**src/rtl/core/swh_pkg.sv**
```systemverilog
// ----------------------------------------------------------------------------
// swh_pkg: shared types and constants
// Sizes for the significant wave height block: block length, top-third size,
// sum widths and the reciprocal used for the final division.
// ----------------------------------------------------------------------------
package swh_pkg;

    localparam int SAMPLES   = 20;
    localparam int DATA_W    = 16;
    localparam int TOP_N     = SAMPLES / 3;
    localparam int CNT_W     = $clog2(SAMPLES);
    localparam int SUM_W     = DATA_W + $clog2(TOP_N);
    localparam int ACC_CNT_W = $clog2(TOP_N + 1);

    // floor(sum / TOP_N) = (sum * RECIP) >> RECIP_SH, low by at most one
    localparam int RECIP_SH  = SUM_W;
    localparam int RECIP_W   = SUM_W + 1;
    localparam int PROD_W    = SUM_W + RECIP_W;
    localparam logic [RECIP_W-1:0] RECIP = RECIP_W'((64'd1 << RECIP_SH) / TOP_N);

    typedef logic [DATA_W-1:0] height_t;
    typedef logic [SUM_W-1:0]  sum_t;

    // handed from one cell to the next
    typedef struct packed {
        logic    keep;
        height_t value;
    } swh_link_t;

endpackage

```
**src/rtl/core/swh_cell.sv**
```systemverilog
// ----------------------------------------------------------------------------
// swh_cell: one slot of the insertion chain
// Holds one sample; keeps it, takes the new sample or takes its left
// neighbour's sample so that the chain stays in descending order.
// ----------------------------------------------------------------------------
module swh_cell (
    input  logic               clk,
    input  logic               load,
    input  swh_pkg::height_t   sample,
    input  logic               occupied,
    input  swh_pkg::swh_link_t left,
    output swh_pkg::swh_link_t right
);
    import swh_pkg::*;

    height_t value_reg;
    height_t value_next;
    logic    keep;

    // an occupied slot holding a value >= the new one stays put
    assign keep = occupied && (value_reg >= sample);

    always_comb
    begin
        value_next = value_reg;
        if (load && !keep)
        begin
            if (left.keep)
                value_next = sample;
            else
                value_next = left.value;
        end
    end

    always_ff @(posedge clk)
    begin
        value_reg <= value_next;
    end

    assign right.keep  = keep;
    assign right.value = value_reg;

endmodule

```
**src/rtl/core/swh_accum.sv**
```systemverilog
// ----------------------------------------------------------------------------
// swh_accum: top-third summer
// Captures the highest TOP_N samples into a shift line and adds them one a
// cycle.
// ----------------------------------------------------------------------------
module swh_accum (
    input  logic                          clk,
    input  logic                          rst_n,
    input  logic                          start,
    input  swh_pkg::height_t              top [swh_pkg::TOP_N],
    output logic                          busy,
    output logic                          done,
    output swh_pkg::sum_t                 sum
);
    import swh_pkg::*;

    height_t              snap_reg [TOP_N];
    height_t              snap_next [TOP_N];
    logic [ACC_CNT_W-1:0] cnt_reg;
    logic [ACC_CNT_W-1:0] cnt_next;
    sum_t                 sum_reg;
    sum_t                 sum_next;
    logic                 done_reg;
    logic                 done_next;

    always_comb
    begin
        snap_next = snap_reg;
        cnt_next  = cnt_reg;
        sum_next  = sum_reg;
        done_next = 1'b0;
        if (start)
        begin
            snap_next = top;
            cnt_next  = ACC_CNT_W'(TOP_N);
            sum_next  = '0;
        end
        else if (cnt_reg != '0)
        begin
            sum_next = sum_reg + SUM_W'(snap_reg[0]);
            for (int k = 0; k < TOP_N - 1; k++)
                snap_next[k] = snap_reg[k + 1];
            cnt_next  = cnt_reg - ACC_CNT_W'(1);
            done_next = (cnt_reg == ACC_CNT_W'(1));
        end
    end

    always_ff @(posedge clk or negedge rst_n)
    begin
        if (!rst_n)
        begin
            cnt_reg  <= '0;
            done_reg <= 1'b0;
        end
        else
        begin
            cnt_reg  <= cnt_next;
            done_reg <= done_next;
        end
    end

    always_ff @(posedge clk)
    begin
        snap_reg <= snap_next;
        sum_reg  <= sum_next;
    end

    assign busy = (cnt_reg != '0) || done_reg;
    assign done = done_reg;
    assign sum  = sum_reg;

endmodule

```
**src/rtl/core/swh_div.sv**
```systemverilog
// ----------------------------------------------------------------------------
// swh_div: divide by TOP_N
// Reciprocal multiply, then one remainder check to correct the quotient.
// ----------------------------------------------------------------------------
module swh_div (
    input  logic             clk,
    input  logic             rst_n,
    input  logic             in_valid,
    input  swh_pkg::sum_t    sum,
    output logic             busy,
    output logic             out_valid,
    output swh_pkg::height_t quotient
);
    import swh_pkg::*;

    logic              v1_reg;
    logic              v2_reg;
    logic [PROD_W-1:0] prod_reg;
    sum_t              sum1_reg;
    sum_t              sum2_reg;
    height_t           q2_reg;
    sum_t              rem;

    always_ff @(posedge clk or negedge rst_n)
    begin
        if (!rst_n)
        begin
            v1_reg <= 1'b0;
            v2_reg <= 1'b0;
        end
        else
        begin
            v1_reg <= in_valid;
            v2_reg <= v1_reg;
        end
    end

    always_ff @(posedge clk)
    begin
        prod_reg <= PROD_W'(sum) * PROD_W'(RECIP);
        sum1_reg <= sum;
        q2_reg   <= prod_reg[RECIP_SH +: DATA_W];
        sum2_reg <= sum1_reg;
    end

    // estimate is exact or one short
    assign rem       = sum2_reg - SUM_W'(q2_reg) * SUM_W'(TOP_N);
    assign quotient  = (rem >= SUM_W'(TOP_N)) ? q2_reg + DATA_W'(1) : q2_reg;
    assign out_valid = v2_reg;
    assign busy      = v1_reg || v2_reg;

endmodule

```
**src/rtl/core/significant_wave_height.sv**
```systemverilog
// ----------------------------------------------------------------------------
// significant_wave_height: H1/3 estimator over fixed blocks of samples
// Path: block end pulse, top-third summer, reciprocal divider, output register.
// Throughput: one sample word per cycle through the insertion chain; the last
// word of a block waits only while the previous block's result is undelivered.
// Reset: asynchronous, active low; clears the sample count and all valid flags.
// ----------------------------------------------------------------------------
module significant_wave_height (
    input  logic                     clk,
    input  logic                     rst_n,
    input  logic                     s_tvalid,
    output logic                     s_tready,
    input  logic [swh_pkg::DATA_W-1:0] s_tdata,   // [15:0] height
    output logic                     m_tvalid,
    input  logic                     m_tready,
    output logic [swh_pkg::DATA_W-1:0] m_tdata    // [15:0] significant_height
);
    import swh_pkg::*;

    logic [CNT_W-1:0] count_reg;
    logic [CNT_W-1:0] count_next;
    logic             done_pulse_reg;
    logic             load;
    logic             last_word;
    logic             busy;
    swh_link_t        link [SAMPLES + 1];
    height_t          top [TOP_N];
    logic             acc_busy;
    logic             acc_done;
    sum_t             acc_sum;
    logic             div_busy;
    logic             div_valid;
    height_t          div_q;
    logic             m_tvalid_reg;
    height_t          m_tdata_reg;

    assign last_word = (count_reg == CNT_W'(SAMPLES - 1));
    assign busy      = done_pulse_reg || acc_busy || div_busy || m_tvalid_reg;
    assign s_tready  = !(last_word && busy);
    assign load      = s_tvalid && s_tready;

    always_comb
    begin
        count_next = count_reg;
        if (load)
            count_next = last_word ? '0 : count_reg + CNT_W'(1);
    end

    always_ff @(posedge clk or negedge rst_n)
    begin
        if (!rst_n)
        begin
            count_reg      <= '0;
            done_pulse_reg <= 1'b0;
        end
        else
        begin
            count_reg      <= count_next;
            done_pulse_reg <= load && last_word;
        end
    end

    // head of the chain always sees "insert here"
    assign link[0].keep  = 1'b1;
    assign link[0].value = s_tdata;

    for (genvar i = 0; i < SAMPLES; i++)
    begin : g_cell
        swh_cell u_cell (
            .clk      (clk),
            .load     (load),
            .sample   (s_tdata),
            .occupied (CNT_W'(i) < count_reg),
            .left     (link[i]),
            .right    (link[i + 1])
        );
    end

    for (genvar i = 0; i < TOP_N; i++)
    begin : g_top
        assign top[i] = link[i + 1].value;
    end

    swh_accum u_accum (
        .clk   (clk),
        .rst_n (rst_n),
        .start (done_pulse_reg),
        .top   (top),
        .busy  (acc_busy),
        .done  (acc_done),
        .sum   (acc_sum)
    );

    swh_div u_div (
        .clk       (clk),
        .rst_n     (rst_n),
        .in_valid  (acc_done),
        .sum       (acc_sum),
        .busy      (div_busy),
        .out_valid (div_valid),
        .quotient  (div_q)
    );

    always_ff @(posedge clk or negedge rst_n)
    begin
        if (!rst_n)
            m_tvalid_reg <= 1'b0;
        else if (div_valid)
            m_tvalid_reg <= 1'b1;
        else if (m_tready)
            m_tvalid_reg <= 1'b0;
    end

    always_ff @(posedge clk)
    begin
        if (div_valid)
            m_tdata_reg <= div_q;
    end

    assign m_tvalid = m_tvalid_reg;
    assign m_tdata  = m_tdata_reg;

    // only one block result in flight anywhere in the back end
    a_one_result: assert property (@(posedge clk) disable iff (!rst_n)
        $onehot0({done_pulse_reg, acc_busy, div_busy, m_tvalid_reg}))
        else $error("more than one result in flight");

    // a completed block starts the summer on the next cycle
    a_block_end: assert property (@(posedge clk) disable iff (!rst_n)
        (load && last_word) |=> (done_pulse_reg && count_reg == '0))
        else $error("block end not handed to summer");

    // the divider never offers a word while the output still holds one
    a_no_overrun: assert property (@(posedge clk) disable iff (!rst_n)
        div_valid |-> !m_tvalid_reg)
        else $error("output word overrun");

endmodule
```
**config.mk**
```make
export PLATFORM = sky130hd
export DESIGN_NAME = significant_wave_height
export DESIGN_NICKNAME = d
export VERILOG_FILES = /design/src/rtl/core/swh_pkg.sv /design/src/rtl/core/swh_cell.sv /design/src/rtl/core/swh_accum.sv /design/src/rtl/core/swh_div.sv /design/src/rtl/core/significant_wave_height.sv
export SDC_FILE = /design/constraint.sdc
export NUM_CORES = 1
export LEC_CHECK = 0
export BUFFER_PORTS_ARGS = -buffer_cell sky130_fd_sc_hd__buf_4
export CAP_MARGIN = 20
export CORE_MARGIN = 8
export CORE_UTILIZATION = 60
export CTS_CLUSTER_SIZE = 12
export DETAILED_ROUTE_END_ITERATION = 7
export PLACE_DENSITY = 0.78
export SLEW_MARGIN = 25
export SYNTH_ARGS = -nofsm -noshare
export SYNTH_HDL_FRONTEND = slang
export SYNTH_SLANG_ARGS = --single-unit
```
**constraint.sdc**
```tcl
create_clock -name clk -period 9.9 [get_ports clk]
set_input_delay 0.495 -clock clk [delete_from_list [all_inputs] [get_ports clk]]
set_output_delay 0.495 -clock clk [all_outputs]
set_load 0.005 [all_outputs]
```
==> run metrics <==
dominant cell type by area after synthesis=edfxtp_1; Starting Density=about three fifths; total congestion overflow=0; Critical Path Sink Type=flip-flop; Post-synth EDFFs=208; crit-path max cell delay=0.55 ns; Synth area leaders=edfxtp_1 30%, ha_1 18%, fa_1 10%, mux2_2 9.0%, dfxtp_1 8.5%; Worst-Skew Late Latency=about 0.52 ns; FF-to-FF Start=u_accum.sum[7]; Mapped Cells=1734; # rows=68; crit-path cells=ha_1 > fa_1 > inv_1 > fa_1 > fa_1 > fa_1 > fa_1 > inv_1 > ha_1 > a21o_1 > a21o_1 > a21o_1 > a221o_1 > a21o_1 > a31oi_1 > o211ai_1 > a31o_2 > a21oi_1 > xnor2_1; outcome=completed; Ant. Diodes=0; clock slew at reported path FFs=0.06 ns; CTS tree=built; Primary FF master, synth=edfxtp_1; count of final max-slew check failures=0; Ports=38; initial antenna violation count=0; Cell Area, Synth=0.02060 mm^2; Crit path top cell by count=fa_1; Critical Path RT=just over 10 ns; CP Class=flip-flop to flip-flop; sequential-to-total area share from yosys stat=between 40% and 50%; PortBufs=37; count leader, synth=ha_1; GR Util All Layers=21.05%; Syn. warnings=0; Root Driver=clkbuf_16; period utilization=between 60% and 70%; WP buf/inv=2; DIE AREA=approximately 0.04 mm^2; Bufs on Longest Clock Path=3; Vias/cell=5.663; total length of routed wires=about 42000 um; DP HPWL=around 33000 um; Max Clock Skew=roughly 0.011 ns; Hold Startpoint=s_tdata[10]; Post-synth ARST share=4.221%; first-pass GRT wire length=69720 um; Worst Reg-to-Reg Cells=19; Final Critical Period=6.060 ns; DRC viols=0; Final #Nets=around 2200; Hold EP=g_cell[0].u_cell.value_reg[10]; WL/cell=roughly 19 um; Synth top area share=approximately 30%; Post-synth top cells=296 x ha_1, 248 x inv_1, 208 x edfxtp_1; vias in the first global route=about 14000; reg2reg setup slack=3.84 ns; CORE AREA=0.03420 mm^2; Yosys reg bits=slightly above 300; Vert. Die Dim=between 200 and 250 um; Die W=201.3 um; Slew HR=between 30% and 40%; Post-CTS Resized=0; Distinct cells, synth=just over 70; crit path DAT=between 6 and 7 ns; Iteration-0 DRC Markers=about 540; Layout area overhead=9.803%; router iterations before antenna repair=4; RSZ-0062 raised after global routing=no; worst hold stages=1; fraction of layout cells with a size suffix above 1=between 10% and 20%; Max Fclk=between 150 and 200 MHz; CTS H-tree depth=2; routability congestion estimate=0.9027; setup TNS=0 ns; Hold Vio Cnt, Final=0; post-route ant nets=0; Crit Path Max Fanout=8; family with the most delay on the worst path=adder cells; Min-Delay Path Class=primary input to flip-flop; Syn Nets=2154; vias=about 13000; critical path startpoint category=flip-flop; largest net degree at the start of global routing=between 70 and 80; # setup viols final=0; r2r endpoint=u_div.prod_reg[34]; Max-Cap Viols=0; Sink Count=roughly 310; Num CTS Buffers=35; syn_area_per_cell=11.88 um^2; Max stage delay cell, worst path=fa_1; worst-margin pin slew=0.9896 ns
==> layout make-up <==
| cell class | count | area, um^2 |
|---|---|---|
| Fill cell | 2566 | 11580 |
| Multi-Input combinational cell | 1152 | 11270 |
| Sequential cell | 308 | 8317 |
| Clock buffer | 49 | 979.7 |
| Inverter | 248 | 932.1 |
| Tap cell | 455 | 569.3 |
| Timing Repair Buffer | 50 | 377.9 |
| Clock inverter | 13 | 176.4 |
==> worst register-to-register path: stages, from the launching register on <==
cell,delay (ns)
dfxtp_1,0.53
ha_1,0.36
fa_1,0.53
inv_1,0.06
fa_1,0.48
fa_1,0.52
fa_1,0.52
fa_1,0.55
inv_1,0.04
ha_1,0.33
a21o_1,0.19
a21o_1,0.17
a21o_1,0.19
a221o_1,0.31
a21o_1,0.18
a31oi_1,0.26
o211ai_1,0.18
a31o_2,0.27
a21oi_1,0.18
xnor2_1,0.14
==> placed cells by master, fill, tap and decap left out, types with 4 or more instances in the layout <==
cell type / Yosys / layout
ha_1: 296 / 296
dfrtp_1: 13 / 12
a211oi_1: 8 / 8
and3_1: 9 / 9
or3_1: 6 / 6
and2_1: 5 / 5
nor3_1: 13 / 13
o31ai_1: 5 / 5
clkbuf_1: 18 / 10
or2_2: 4 / 4
inv_1: 248 / 247
mux2i_1: 4 / 4
nand4_1: 10 / 10
xnor2_1: 51 / 51
nor4_1: 7 / 7
a31oi_1: 7 / 5
dfxtp_1: 87 / 87
nand2b_1: 21 / 21
o21a_1: 13 / 13
nand2_1: 61 / 61
clkinv_2: 0 / 5
fa_1: 104 / 104
nor2b_1: 25 / 25
nor2_1: 55 / 55
xor2_1: 15 / 15
bufinv_16: 0 / 4
a21oi_1: 87 / 87
o21bai_1: 7 / 7
clkbuf_16: 0 / 36
buf_4: 0 / 49
mux2_2: 164 / 164
o21ai_1: 4 / 4
a21o_1: 31 / 31
o211ai_1: 10 / 10
edfxtp_1: 208 / 208
nand3_1: 25 / 25
o21ai_0: 45 / 45
==> stage by stage <==
| step | hold WS [ns] | setup WS, ns | utilization (%) | std cells | instance area, um^2 |
|---|---|---|---|---|---|
| floorplan | 0.1994 | 4.218 | - | 1734 | 20600 |
| global placement | 0.3100 | 3.919 | 62.70 | 2212 | 21440 |
| detailed placement | 0.3121 | 3.845 | 62.70 | 2212 | 21440 |
| CTS | 0.1891 | 3.800 | 66.11 | 2275 | 22610 |
| global route | 0.1885 | 3.421 | 66.13 | 2275 | 22620 |
| finish | 0.2138 | 3.840 | 66.13 | 2275 | 22620 |
==> routing by layer <==
| metal | GRT usage (%) | share of wire (%) | vias up |
|---|---|---|---|
| li1 | - | - | 6266 |
| met1 | 24.31 | 42 | 6341 |
| met2 | 39.46 | 53 | 196 |
| met3 | 2.734 | 2.7 | 80 |
| met4 | 7.357 | 3.1 | 0 |
| met5 | 0 | 0 | - |
==> how the worst max path moves through the flow <==
stage | start | end | cells past startpoint
after detailed placement | u_accum.sum[1] | u_div.prod_reg[34] | 21
final | u_accum.sum[7] | u_div.prod_reg[34] | 19
after floorplan | u_accum.sum[7] | u_div.prod_reg[34] | 19
after global routing | u_accum.sum[1] | u_div.prod_reg[34] | 21
after global placement | u_accum.sum[7] | u_div.prod_reg[34] | 19
after CTS | u_accum.sum[1] | u_div.prod_reg[34] | 21
==> cell families after synthesis <==
logic type	count (synthesis)	share of synthesized area [%]
AOI/OAI and AO/OA	256	7.975
buffers and inverters	274	5.053
DFF	308	40.35
xor gates and xnor gates	66	2.806
and+or+nand+nor	262	6.566
muxes	168	9.159
adders and majority gates	400	28.09
==> what timing repair did <==
item / 4_1_cts / 5_1_grt
hold buffers: 1 / 0
endpoints found under the hold margin: 13 / 0
buffers inserted: 0 / 0
Power is not shown: default switching activity piles up to over one toggle a cycle in this logic, so the estimate is an artifact.
